### src/hw/rtl/bta_pkg.sv
`default_nettype none

package bta_pkg;

   localparam int THREADS_DEFAULT     = 8;
   localparam int TICKET_BITS_DEFAULT = 16;

   localparam int THREAD_W     = 3;
   localparam int COUNT_W      = 4;
   localparam int STATUS_W     = 3;
   localparam int TICKET_OUT_W = 16;
   localparam int CSR_DATA_W   = 32;
   localparam int CSR_ADDR_W   = 3;

   localparam logic [COUNT_W-1:0] THREADS_IN_USE_RESET = 4'd8;

   localparam int REG_THREADS_IN_USE = 0;

   localparam logic KIND_REQUEST = 1'b0;
   localparam logic KIND_RELEASE = 1'b1;

   typedef enum logic [STATUS_W-1:0] {
      STATUS_OK              = 3'd0,
      STATUS_ALREADY_WAITING = 3'd1,
      STATUS_NOT_WAITING     = 3'd2,
      STATUS_OVERFLOW        = 3'd3,
      STATUS_BAD_THREAD      = 3'd4
   } status_type;

endpackage

`default_nettype wire

### src/hw/rtl/bakery_ticket_arbiter.sv
// An accepted request passes the start register, the chain of ticket cells, the result
// register and the response register before rsp_tvalid; the scan token walks the chain
// of ticket cells, one cell per cycle, and the result waits while rsp_tready holds it.
// One transaction is in flight at a time; a new one is taken once the result is loaded.
// Reset (synchronous, active high) clears all tickets, sets threads_in_use to 8
// and empties the response register.
`default_nettype none

module bakery_ticket_arbiter #(
   parameter int THREADS     = bta_pkg::THREADS_DEFAULT,
   parameter int TICKET_BITS = bta_pkg::TICKET_BITS_DEFAULT
) (
   input  wire                                 clock,
   input  wire                                 reset,
   input  wire                                 req_tvalid,
   output logic                                req_tready,
   input  wire  [7:0]                          req_tdata,   // [2:0] thread
   input  wire  [0:0]                          req_tuser,   // [0] kind
   output logic                                rsp_tvalid,
   input  wire                                 rsp_tready,
   output logic [23:0]                         rsp_tdata,   // [15:0] ticket, [16] owner_valid,
                                                            // [19:17] owner
   output logic [bta_pkg::STATUS_W-1:0]        rsp_tuser,   // [2:0] status
   input  wire                                 csr_psel,
   input  wire                                 csr_penable,
   input  wire                                 csr_pwrite,
   input  wire  [bta_pkg::CSR_ADDR_W-1:0]      csr_paddr,
   input  wire  [bta_pkg::CSR_DATA_W-1:0]      csr_pwdata,
   output logic [bta_pkg::CSR_DATA_W-1:0]      csr_prdata,
   output logic                                csr_pready
);

   localparam int IDX_BITS = $clog2(THREADS);

   typedef enum logic [2:0] {
      ST_IDLE = 3'b001,
      ST_SCAN = 3'b010,
      ST_HOLD = 3'b100
   } state_type;

   state_type state_ff, state_in;

   logic [bta_pkg::COUNT_W-1:0]  threads_ff, threads_in;
   logic                         kind_ff, kind_in;
   logic [bta_pkg::THREAD_W-1:0] thr_ff, thr_in;
   logic                         start_ff, start_in;

   bta_pkg::status_type              res_status_ff, res_status_in;
   logic [bta_pkg::TICKET_OUT_W-1:0] res_ticket_ff, res_ticket_in;
   logic                             res_valid_ff, res_valid_in;
   logic [bta_pkg::THREAD_W-1:0]     res_owner_ff, res_owner_in;

   logic                             rsp_valid_ff, rsp_valid_in;
   bta_pkg::status_type              rsp_status_ff, rsp_status_in;
   logic [bta_pkg::TICKET_OUT_W-1:0] rsp_ticket_ff, rsp_ticket_in;
   logic                             rsp_ovalid_ff, rsp_ovalid_in;
   logic [bta_pkg::THREAD_W-1:0]     rsp_owner_ff, rsp_owner_in;

   logic                   link_go    [THREADS+1];
   logic [TICKET_BITS-1:0] link_max   [THREADS+1];
   logic [TICKET_BITS-1:0] link_best  [THREADS+1];
   logic [IDX_BITS-1:0]    link_idx   [THREADS+1];
   logic                   link_found [THREADS+1];
   logic [TICKET_BITS-1:0] link_mine  [THREADS+1];

   logic                   req_accept;
   logic                   csr_write;
   logic                   scan_end;
   logic                   bad_thread;
   logic [TICKET_BITS-1:0] given;
   bta_pkg::status_type    status;
   logic                   wr_en;
   logic [TICKET_BITS-1:0] wr_value;
   logic                   rsp_load;

   assign req_tready = (state_ff == ST_IDLE);
   assign req_accept = req_tvalid && req_tready;
   assign csr_pready = 1'b1;
   assign csr_write  = csr_psel && csr_penable && csr_pwrite && csr_pready
                       && (csr_paddr[2] == 1'(bta_pkg::REG_THREADS_IN_USE));

   always_comb begin
      csr_prdata = '0;
      if (csr_paddr[2] == 1'(bta_pkg::REG_THREADS_IN_USE)) begin
         csr_prdata = bta_pkg::CSR_DATA_W'(threads_ff);
      end
   end

   assign link_go[0]    = start_ff;
   assign link_max[0]   = '0;
   assign link_best[0]  = '0;
   assign link_idx[0]   = '0;
   assign link_found[0] = 1'b0;
   assign link_mine[0]  = '0;

   for (genvar i = 0; i < THREADS; i++) begin : g_cell
      bta_cell #(
         .TICKET_BITS (TICKET_BITS),
         .IDX_BITS    (IDX_BITS),
         .INDEX       (i)
      ) u_cell (
         .clock      (clock),
         .reset      (reset),
         .count_i    (threads_ff),
         .kind_i     (kind_ff),
         .thr_i      (thr_ff),
         .wr_en      (wr_en),
         .wr_value   (wr_value),
         .from_go    (link_go[i]),
         .from_max   (link_max[i]),
         .from_best  (link_best[i]),
         .from_idx   (link_idx[i]),
         .from_found (link_found[i]),
         .from_mine  (link_mine[i]),
         .to_go      (link_go[i+1]),
         .to_max     (link_max[i+1]),
         .to_best    (link_best[i+1]),
         .to_idx     (link_idx[i+1]),
         .to_found   (link_found[i+1]),
         .to_mine    (link_mine[i+1])
      );
   end

   always_comb begin
      scan_end   = (state_ff == ST_SCAN) && link_go[THREADS];
      bad_thread = (int'(thr_ff) >= int'(threads_ff)) || (int'(thr_ff) >= THREADS);
      given      = link_max[THREADS] + TICKET_BITS'(1);

      if (bad_thread) begin
         status = bta_pkg::STATUS_BAD_THREAD;
      end else if (kind_ff == bta_pkg::KIND_REQUEST) begin
         if (link_mine[THREADS] != '0) begin
            status = bta_pkg::STATUS_ALREADY_WAITING;
         end else if (&link_max[THREADS]) begin
            status = bta_pkg::STATUS_OVERFLOW;
         end else begin
            status = bta_pkg::STATUS_OK;
         end
      end else if (link_mine[THREADS] == '0) begin
         status = bta_pkg::STATUS_NOT_WAITING;
      end else begin
         status = bta_pkg::STATUS_OK;
      end

      wr_en    = scan_end && (status == bta_pkg::STATUS_OK);
      wr_value = (kind_ff == bta_pkg::KIND_RELEASE) ? '0 : given;

      res_status_in = res_status_ff;
      res_ticket_in = res_ticket_ff;
      res_valid_in  = res_valid_ff;
      res_owner_in  = res_owner_ff;
      if (scan_end) begin
         res_status_in = status;
         res_ticket_in = '0;
         res_valid_in  = link_found[THREADS];
         res_owner_in  = link_found[THREADS] ? bta_pkg::THREAD_W'(link_idx[THREADS]) : '0;
         if (status == bta_pkg::STATUS_OK && kind_ff == bta_pkg::KIND_REQUEST) begin
            res_ticket_in = bta_pkg::TICKET_OUT_W'(given);
            if (!link_found[THREADS]) begin
               res_valid_in = 1'b1;
               res_owner_in = thr_ff;
            end
         end
      end
   end

   always_comb begin
      state_in   = state_ff;
      start_in   = req_accept;
      kind_in    = req_accept ? req_tuser[0] : kind_ff;
      thr_in     = req_accept ? req_tdata[bta_pkg::THREAD_W-1:0] : thr_ff;
      threads_in = csr_write ? csr_pwdata[bta_pkg::COUNT_W-1:0] : threads_ff;
      rsp_load   = 1'b0;
      case (state_ff)
         ST_IDLE: begin
            if (req_accept) begin
               state_in = ST_SCAN;
            end
         end
         ST_SCAN: begin
            if (scan_end) begin
               state_in = ST_HOLD;
            end
         end
         ST_HOLD: begin
            if (!rsp_valid_ff || rsp_tready) begin
               rsp_load = 1'b1;
               state_in = ST_IDLE;
            end
         end
         default: begin
            state_in = ST_IDLE;
         end
      endcase

      rsp_valid_in  = rsp_load || (rsp_valid_ff && !rsp_tready);
      rsp_status_in = rsp_load ? res_status_ff : rsp_status_ff;
      rsp_ticket_in = rsp_load ? res_ticket_ff : rsp_ticket_ff;
      rsp_ovalid_in = rsp_load ? res_valid_ff : rsp_ovalid_ff;
      rsp_owner_in  = rsp_load ? res_owner_ff : rsp_owner_ff;
   end

   always_ff @(posedge clock) begin
      if (reset) begin
         state_ff     <= ST_IDLE;
         start_ff     <= 1'b0;
         threads_ff   <= bta_pkg::THREADS_IN_USE_RESET;
         rsp_valid_ff <= 1'b0;
      end else begin
         state_ff     <= state_in;
         start_ff     <= start_in;
         threads_ff   <= threads_in;
         rsp_valid_ff <= rsp_valid_in;
      end
   end

   always_ff @(posedge clock) begin
      kind_ff       <= kind_in;
      thr_ff        <= thr_in;
      res_status_ff <= res_status_in;
      res_ticket_ff <= res_ticket_in;
      res_valid_ff  <= res_valid_in;
      res_owner_ff  <= res_owner_in;
      rsp_status_ff <= rsp_status_in;
      rsp_ticket_ff <= rsp_ticket_in;
      rsp_ovalid_ff <= rsp_ovalid_in;
      rsp_owner_ff  <= rsp_owner_in;
   end

   assign rsp_tvalid = rsp_valid_ff;
   assign rsp_tuser  = rsp_status_ff;
   assign rsp_tdata  = {4'd0, rsp_owner_ff, rsp_ovalid_ff, rsp_ticket_ff};

`ifndef ASSERT_OFF
   a_token_only_in_scan: assert property (@(posedge clock) disable iff (reset)
      link_go[THREADS] |-> state_ff == ST_SCAN)
      else $error("scan token left the chain outside a scan");

   a_one_in_flight: assert property (@(posedge clock) disable iff (reset)
      req_accept |=> !req_tready && start_ff)
      else $error("second transaction taken while one is in flight");

   a_ticket_only_on_ok: assert property (@(posedge clock) disable iff (reset)
      rsp_tvalid && rsp_status_ff != bta_pkg::STATUS_OK |-> rsp_ticket_ff == '0)
      else $error("ticket reported on a failed event");

   a_owner_zero_when_none: assert property (@(posedge clock) disable iff (reset)
      rsp_tvalid && !rsp_ovalid_ff |-> rsp_owner_ff == '0)
      else $error("owner reported without a waiting thread");

   a_write_only_at_scan_end: assert property (@(posedge clock) disable iff (reset)
      wr_en |=> state_ff == ST_HOLD)
      else $error("ticket write outside scan end");
`endif

endmodule

`default_nettype wire

### src/hw/rtl/bta_cell.sv
`default_nettype none

module bta_cell #(
   parameter int TICKET_BITS = bta_pkg::TICKET_BITS_DEFAULT,
   parameter int IDX_BITS    = 3,
   parameter int INDEX       = 0
) (
   input  wire                             clock,
   input  wire                             reset,
   input  wire  [bta_pkg::COUNT_W-1:0]     count_i,
   input  wire                             kind_i,
   input  wire  [bta_pkg::THREAD_W-1:0]    thr_i,
   input  wire                             wr_en,
   input  wire  [TICKET_BITS-1:0]          wr_value,
   input  wire                             from_go,
   input  wire  [TICKET_BITS-1:0]          from_max,
   input  wire  [TICKET_BITS-1:0]          from_best,
   input  wire  [IDX_BITS-1:0]             from_idx,
   input  wire                             from_found,
   input  wire  [TICKET_BITS-1:0]          from_mine,
   output logic                            to_go,
   output logic [TICKET_BITS-1:0]          to_max,
   output logic [TICKET_BITS-1:0]          to_best,
   output logic [IDX_BITS-1:0]             to_idx,
   output logic                            to_found,
   output logic [TICKET_BITS-1:0]          to_mine
);

   logic [TICKET_BITS-1:0] tkt_ff, tkt_in;
   logic                   go_ff, go_in;
   logic [TICKET_BITS-1:0] max_ff, max_in;
   logic [TICKET_BITS-1:0] best_ff, best_in;
   logic [IDX_BITS-1:0]    idx_ff, idx_in;
   logic                   found_ff, found_in;
   logic [TICKET_BITS-1:0] mine_ff, mine_in;
   logic                   active;
   logic                   is_thr;
   logic [TICKET_BITS-1:0] bid;
   logic                   take;

   always_comb begin
      active = INDEX < int'(count_i);
      is_thr = INDEX == int'(thr_i);
      bid    = (kind_i == bta_pkg::KIND_RELEASE && is_thr) ? '0 : tkt_ff;
      take   = active && (bid != '0) && (!from_found || bid < from_best);

      go_in    = from_go;
      max_in   = (active && tkt_ff > from_max) ? tkt_ff : from_max;
      best_in  = take ? bid : from_best;
      idx_in   = take ? IDX_BITS'(INDEX) : from_idx;
      found_in = from_found || take;
      mine_in  = is_thr ? tkt_ff : from_mine;
      tkt_in   = (wr_en && is_thr) ? wr_value : tkt_ff;
   end

   always_ff @(posedge clock) begin
      if (reset) begin
         go_ff  <= 1'b0;
         tkt_ff <= '0;
      end else begin
         go_ff  <= go_in;
         tkt_ff <= tkt_in;
      end
   end

   always_ff @(posedge clock) begin
      max_ff   <= max_in;
      best_ff  <= best_in;
      idx_ff   <= idx_in;
      found_ff <= found_in;
      mine_ff  <= mine_in;
   end

   assign to_go    = go_ff;
   assign to_max   = max_ff;
   assign to_best  = best_ff;
   assign to_idx   = idx_ff;
   assign to_found = found_ff;
   assign to_mine  = mine_ff;

endmodule

`default_nettype wire
### config.mk
export PLATFORM = sky130hd
export DESIGN_NAME = bakery_ticket_arbiter
export DESIGN_NICKNAME = d
export VERILOG_FILES = /design/src/hw/rtl/bta_pkg.sv /design/src/hw/rtl/bakery_ticket_arbiter.sv /design/src/hw/rtl/bta_cell.sv
export SDC_FILE = /design/constraint.sdc
export NUM_CORES = 1
export LEC_CHECK = 0
export BUFFER_PORTS_ARGS = -buffer_cell sky130_fd_sc_hd__buf_4
export CAP_MARGIN = 20
export CELL_PAD_IN_SITES_DETAIL_PLACEMENT = 0
export CELL_PAD_IN_SITES_GLOBAL_PLACEMENT = 2
export CORE_UTILIZATION = 36
export DETAILED_ROUTE_END_ITERATION = 8
export GPL_TIMING_DRIVEN = 0
export PLACE_DENSITY_LB_ADDON = 0.1
export SLEW_MARGIN = 25
export SYNTH_ARGS = -nofsm -noshare
export SYNTH_HDL_FRONTEND = slang
export SYNTH_SLANG_ARGS = --single-unit
### constraint.sdc
create_clock -name clock -period 4.5 [get_ports clock]
set_clock_uncertainty 0.05 [all_clocks]
set_input_delay 0.225 -clock clock [delete_from_list [all_inputs] [get_ports clock]]
set_output_delay 0.225 -clock clock [all_outputs]
set_load 0.02 [all_outputs]
==> results.md, run 1 <==
* Status: finished clean
* CTS tree: built
* Area Growth Syn to Fin at 14.6%
* Site Rows at 105
* DPL Wire Length at 79200 µm
* Asr flop ratio synth at 0%
* Vias per cell at 5.41
* Largest net degree at the start of global routing at 25
* Post-synth EDFFs at 50
* Die Y at 290 µm
* RePlAce Congestion at 0.866
* Final period util at 93.5%
* Leakage power at 14.3 nW
* Setup_tns at 0 ns
* Root Driver: clkbuf_16
* Crit-path leading delay family: buffers and inverters
* CP Class: flop to flop
* Critical Path RT at 4.97 ns
* Core Area at 82100 µm²
* Crit-path cells: nand4bb_1 > clkbuf_1 > clkbuf_1 > nand2_1 > inv_1 > ha_1 > nand4_1 > or2_2 > o211ai_1 > buf_4 > clkbuf_1 > clkbuf_1 > nand3_1 > nand3_1
* Slew Viols, Final at 0
* Initial core utilization at 36.4%
* Yosys reg bits at 588
* Power Density at 332 nW/µm²
* TritonCTS buffer count at 69
* Critical path arrival at 4.67 ns
* DRC viols at 0
* Synth warnings at 0
* Drt first-iter violations at 1406
* Worst Max-Slew Pin Slew at 1.11 ns
* Mapped cell area at 29900 µm²
* GRT Residual Overflow at 0
* Max_cap viols at 0
* Worst path max stage delay at 0.51 ns
* Clock Pin Slew Worst Setup and Hold Paths at 0.06 ns
* Die footprint at 84300 µm²
* Clock sink total at 588
* Internal at 8.94 mW
* Final Hold Viols at 0
* Hold Crit Class: primary input to flop
* Mapped Cells at 3067
* Skew-Pair Late Insertion Delay at 0.61 ns
* Switching share of power at 21.4%
* Final worst path period need at 4.21 ns
* Fraction of layout cells with a size suffix above 1 at 13.1%
* Final setup viols at 0
* Final nets at 3502
* GRT Util Overall at 24.0%
* Num ports at 113
* # H-tree levels at 3
* Critical Path End Type: flop
* Antenna viol nets, final at 0
* Max Clk Rate at 238 MHz
* Critical path's slowest cell: edfxtp_1
* Worst setup SP type: flop
* Syn avg cell area at 9.76 µm²
* Post-route cell area at 34300 µm²
* First drt pass iteration count at 5
* Combinational power share at 2.2%
* CP Max Fanout at 10
* Avg WL per Cell at 23.5 µm
* Die W at 290 µm
* Worst VDD drop at 0.000235 V
* Antenna violations before repair at 1
* DR vias at 23545
* PortBufs at 44
* Switching power total at 2.44 mW
* Seq/Total Area, Yosys at 41.0%
* First-pass GRT wire length at 153000 µm
* Clock power frac at 51.3%
* Yosys cell types at 84
* Sequential Power Share at 46.5%
* WP buf/inv at 6
* RSZ-0062 raised after global routing: false
* Placed instance area at 31700 µm²
* WL final at 102000 µm
* Slew HR at 26.1%
* Max clock buf depth at 3
* Synth Flop Type: dfxtp_1
* Critical path's most frequent cell: clkbuf_1
* Number of global-route vias before repair at 23957
placed cells by master, fill, tap and decap left out, types with 12 or more instances in the layout:
cell,instances
o21a_1,21
nor4_1,89
a2111o_1,32
o21ai_0,78
nor2b_1,46
dfxtp_1,538
clkbuf_8,12
a221oi_1,64
inv_1,298
a21oi_1,57
and2_1,178
nand2b_1,161
a211o_1,27
mux2i_1,146
clkbuf_16,69
buf_2,12
conb_1,33
mux2_2,173
o2111ai_1,32
edfxtp_1,50
ha_1,221
nand4_1,56
nand2_1,153
clkbuf_1,143
nor2_1,45
buf_4,82
o211ai_1,43
nor4b_1,16
a211oi_1,14
mux2_1,17
and4_1,21
nand3_1,134
path summary, 6_finish.rpt:
kind | cells past startpoint | slack [ns] | startpoint | end
worst max-delay path | 14 | 0.29 | thr_ff[2]$_DFFE_PP_ | g_cell[2].u_cell.to_best[6]$_DFF_P_
worst min-delay path | 4 | 0.07 | reset | g_cell[7].u_cell.tkt_ff[13]$_SDFFE_PP0P_
worst max register to register | 14 | 0.29 | thr_ff[2]$_DFFE_PP_ | g_cell[2].u_cell.to_best[6]$_DFF_P_
worst min register to register | 0 | 0.37 | res_owner_ff[2]$_DFFE_PP_ | rsp_owner_ff[2]$_DFFE_PP_
tightest hold or removal path, stage by stage:
cell and delay (ns):
buf_4 0.10, nor2_1 0.13, o21ai_2 0.14, mux2i_1 0.09
cell usage after synthesis (32+ instances only):
| library cell | instances | share of area (%) |
|---|---|---|
| clkbuf_1 | 131 | 1.6 |
| o211ai_1 | 43 | 1.1 |
| buf_4 | 34 | 0.85 |
| o2111ai_1 | 32 | 0.94 |
| a221oi_1 | 64 | 1.9 |
| inv_1 | 299 | 3.8 |
| nor4_1 | 89 | 1.9 |
| nand2_1 | 153 | 1.9 |
| edfxtp_1 | 50 | 5.0 |
| nor2b_1 | 46 | 0.96 |
| dfxtp_1 | 538 | 36 |
| nor2_1 | 45 | 0.56 |
| mux2i_1 | 147 | 4.9 |
| nand3_1 | 134 | 2.2 |
| a2111o_1 | 32 | 1.2 |
| nand2b_1 | 161 | 3.4 |
| ha_1 | 221 | 9.2 |
| nand4_1 | 56 | 1.2 |
| o21ai_0 | 78 | 1.3 |
| a21oi_1 | 57 | 0.95 |
| mux2_2 | 173 | 6.5 |
| and2_1 | 178 | 3.7 |
through the flow:
| step | hold slack [ns] | worst slack (ns) | instances | utilization, % | power [mW] |
|---|---|---|---|---|---|
| final | 0.0739 | 0.293 | 4354 | 41.8 | 11.4 |
| after global routing | 0.0656 | 0.0307 | 4353 | 41.8 | 11.8 |
| after CTS | 0.0365 | 0.292 | 4352 | 41.7 | 11.5 |
| after detailed placement | 0.355 | -0.126 | 4214 | 38.7 | 5.64 |
| after global placement | 0.355 | -0.558 | 4212 | 38.6 | 5.64 |
| after floorplan | 0.274 | 1.17 | 3098 | - | 5.56 |
layout make-up:
cell class	instances	area, µm²
Clock inverter	31	457
Timing Repair Buffer	61	498
Multi-Input combinational cell	2022	15800
Tap cell	1070	1340
Buffer	188	908
Clock buffer	93	1940
Antenna cell	1	2.50
Fill cell	7986	47800
Inverter	300	1130
Sequential cell	588	12300
power groups by stage:
stage          sequential [mW]  combinational (mW)  clock (mW)
2_1_floorplan             5.39               0.168           0
3_3_place_gp              5.40               0.240           0
3_5_place_dp              5.40               0.241           0
4_1_cts                   5.28               0.250        5.98
5_1_grt                   5.28               0.271        6.20
6_report                  5.29               0.252        5.84
timing repair:
item	in CTS	in global routing
hold endpoints to repair	12	0
gates resized for setup	0	1
hold buffers	10	0
endpoints found under the setup margin	13	6
setup buffers	4	0
pin swaps	2	0
per-layer routing:
layer | vias up | part of all wire [%] | GRT usage, % | wire (µm)
li1 | 11289 | - | - | -
met1 | 11501 | 43 | 29.6 | 44300
met2 | 575 | 50 | 42.9 | 51000
met3 | 180 | 3.1 | 2.43 | 3170
met4 | 0 | 3.7 | 8.87 | 3790
met5 | - | 0 | 0 | 0
sequential cells by signal (all words and copies together), names as in the netlist, 4 cells and up:
register                count
g_cell.u_cell.tkt_ff      128
g_cell.u_cell.to_found      8
threads_ff                  4
g_cell.u_cell.to_mine     128
g_cell.u_cell.to_max      128
g_cell.u_cell.to_go         8
rsp_ticket_ff              16
g_cell.u_cell.to_idx       17
res_ticket_ff              16
g_cell.u_cell.to_best     112
cell families (layout without fill, tap and decap cells):
group                      Yosys count  after routing  synth area share [%]
AOI/OAI and AO/OA                  469            469                  12.3
xor gates and xnor gates            12             12                 0.351
adders and majority gates          221            221                  9.24
buffers and inverters              488            673                  6.80
DFF                                588            588                  41.0
muxes                              337            337                  12.1
other                                2             34                0.0251
and+or+nand+nor                    950            950                  18.2
No activity file was read; power rests on OpenSTA's default activity.
==> inputs of run 2 (changes only) <==
--- a/config.mk
+++ b/config.mk
@@ -9,10 +9,12 @@
 export CAP_MARGIN = 20
 export CELL_PAD_IN_SITES_DETAIL_PLACEMENT = 0
 export CELL_PAD_IN_SITES_GLOBAL_PLACEMENT = 2
-export CORE_UTILIZATION = 36
+export CORE_UTILIZATION = 42
+export CTS_BUF_LIST = sky130_fd_sc_hd__clkbuf_8
 export DETAILED_ROUTE_END_ITERATION = 8
 export GPL_TIMING_DRIVEN = 0
 export PLACE_DENSITY_LB_ADDON = 0.1
+export REMOVE_ABC_BUFFERS = 1
 export SLEW_MARGIN = 25
 export SYNTH_ARGS = -nofsm -noshare
 export SYNTH_HDL_FRONTEND = slang
==> results.md, run 2 (synthesized netlist as in run 1, its figures left out) <==
* Worst Max-Slew Pin Slew at 1.05 ns
* Die footprint at 72300 µm²
* Register area at 12300 µm²
* Worst reg2reg path depth at 9
* Multi-input logic area at 16000 µm²
* Place WS at -0.562 ns
* Initial core utilization at 42.6%
* # H-tree levels at 3
* TritonCTS buffer count at 97
* GRT Util Overall at 26.5%
* Final Hold Viols at 0
* CTS tree: built
* Switching share of power at 22.8%
* Max_cap viols at 0
* Placed Cells incl. Taps at 3922
* Hold Crit Class: primary input to flop
* Vias per cell at 5.57
* Commonest cells after routing, fill and taps aside: 534 x dfxtp_1, 330 x inv_1, 221 x ha_1
* Avg WL per Cell at 23.3 µm
* Antenna viol nets, final at 0
* Area Growth Syn to Fin at 12.3%
* RR Endpoint: g_cell[3].u_cell.to_best[1]$_DFF_P_
* Critical Path RT at 4.96 ns
* Reg2reg setup slack at 0.18 ns
* WP buf/inv at 1
* Site Rows at 97
* End of the critical path: g_cell[3].u_cell.to_best[1]$_DFF_P_
* WL met2 at 47600 µm
* Final period util at 96.0%
* Top Layer Used: met4
* Power Density at 315 nW/µm²
* Setup_tns at 0 ns
* First-pass GRT wire length at 143000 µm
* Number of global-route vias before repair at 22938
* Final setup viols at 0
* Critical path arrival at 4.79 ns
* Crit-path leading delay family: compound AO/OA/AOI/OAI gates
* Combinational power share at 2.2%
* Core Area at 70300 µm²
* CP Max Fanout at 18
* Final Total Pwr at 10.6 mW
* Crit-path cells: nand4b_1 > buf_12 > and2_1 > ha_1 > a21oi_1 > nand3_1 > a221o_1 > or2_1 > o311ai_0
* Num ports at 113
* Worst setup SP type: flop
* Worst reg2reg path startpoint: thr_ff[0]$_DFFE_PP_
* Sequential Power Share at 49.9%
* WL final at 96200 µm
* Root Driver: clkbuf_8
* Clock sink total at 588
* Metal1 wirelength at 41800 µm
* Die Y at 269 µm
* Clock power frac at 47.8%
* DR vias at 23010
* Drt first-iter violations at 1454
* Stages on the worst setup path at 9
* RePlAce Congestion at 0.866
* PortBufs at 44
* Setup crit start: thr_ff[0]$_DFFE_PP_
* Max Clk Rate at 231 MHz
* Critical Path End Type: flop
* DRC viols at 0
* Max clock buf depth at 3
* GRT Residual Overflow at 0
* Fraction of layout cells with a size suffix above 1 at 14.9%
* Worst path max stage delay at 0.93 ns
* Final worst path period need at 4.32 ns
* Status: finished clean
* Critical path's slowest cell: edfxtp_1
* DPL Wire Length at 69800 µm
* Finished Layout Cells at 4131
* RSZ-0062 raised after global routing: false
* Clock Pin Slew Worst Setup and Hold Paths at 0.06 ns
* Met3 routed WL at 3200 µm
* Largest net degree at the start of global routing at 149
* Antenna violations before repair at 2
* Switching power total at 2.42 mW
* Most common cell after layout, fill and taps aside: dfxtp_1
* Min Hold Slack at 0.103 ns
* Final worst slack at 0.179 ns
* Slew HR at 29.9%
* Filler Cell Count at 6642
* Die W at 269 µm
* Leakage power at 14.2 nW
* Internal at 8.18 mW
* First drt pass iteration count at 7
* Final nets at 3382
* CP Class: flop to flop
* Worst VDD drop at 0.000170 V
* Slew Viols, Final at 0
* Skew-Pair Late Insertion Delay at 0.71 ns
==> run 2: metal layers <==
| metal | up-vias | GRT usage [%] |
|---|---|---|
| li1 | 11042 | - |
| met1 | 11282 | 32.9 |
| met2 | 511 | 46.5 |
| met3 | 175 | 3.03 |
| met4 | 0 | 10.8 |
| met5 | - | 0 |
==> run 2: stage by stage <==
step	cell area, µm²	util [%]
floorplan	29100	-
global placement	30600	43.6
detailed placement	31200	44.4
CTS	33600	47.8
global route	33600	47.8
finish	33600	47.8
==> run 2: how the worst min path moves through the flow <==
stage,slack (ns),start,to,cells after the start
final,0.10,reset,start_ff$_SDFF_PP0_,2
after global routing,0.10,reset,g_cell[1].u_cell.to_go$_SDFF_PP0_,2
after CTS,0.06,reset,g_cell[3].u_cell.to_go$_SDFF_PP0_,2
after detailed placement,0.36,res_ticket_ff[11]$_SDFFCE_PN0P_,rsp_ticket_ff[11]$_DFFE_PP_,0
after global placement,0.35,res_owner_ff[2]$_DFFE_PP_,rsp_owner_ff[2]$_DFFE_PP_,0
after floorplan,0.24,reset,rsp_tvalid$_SDFF_PP0_,1
==> run 2: area by class of cell <==
| class | count | area share, % |
|---|---|---|
| Clock buffer | 119 | 4.87 |
| Timing Repair Buffer | 101 | 2.67 |
| Antenna cell | 3 | 0.0223 |
| Tap cell | 940 | 3.50 |
| Multi-Input combinational cell | 2022 | 47.6 |
| Clock inverter | 58 | 1.44 |
| Sequential cell | 588 | 36.5 |
| Inverter | 300 | 3.35 |
==> run 2: what timing repair did <==
action                                  in CTS  in global routing
setup buffers                               15                  0
gates resized for setup                      1                  2
endpoints found under the setup margin      84                 10
endpoints found under the hold margin       17                  0
hold buffers                                14                  0
pin swaps                                    2                  0
==> run 2: power by group through the flow <==
stage / Combinational (mW) / Sequential, mW / Clock [mW]
CTS: 0.233 / 5.29 / 5.18
global placement: 0.186 / 5.42 / 0
floorplan: 0.120 / 5.40 / 0
finish: 0.235 / 5.29 / 5.07
global route: 0.251 / 5.29 / 5.44
detailed placement: 0.194 / 5.42 / 0
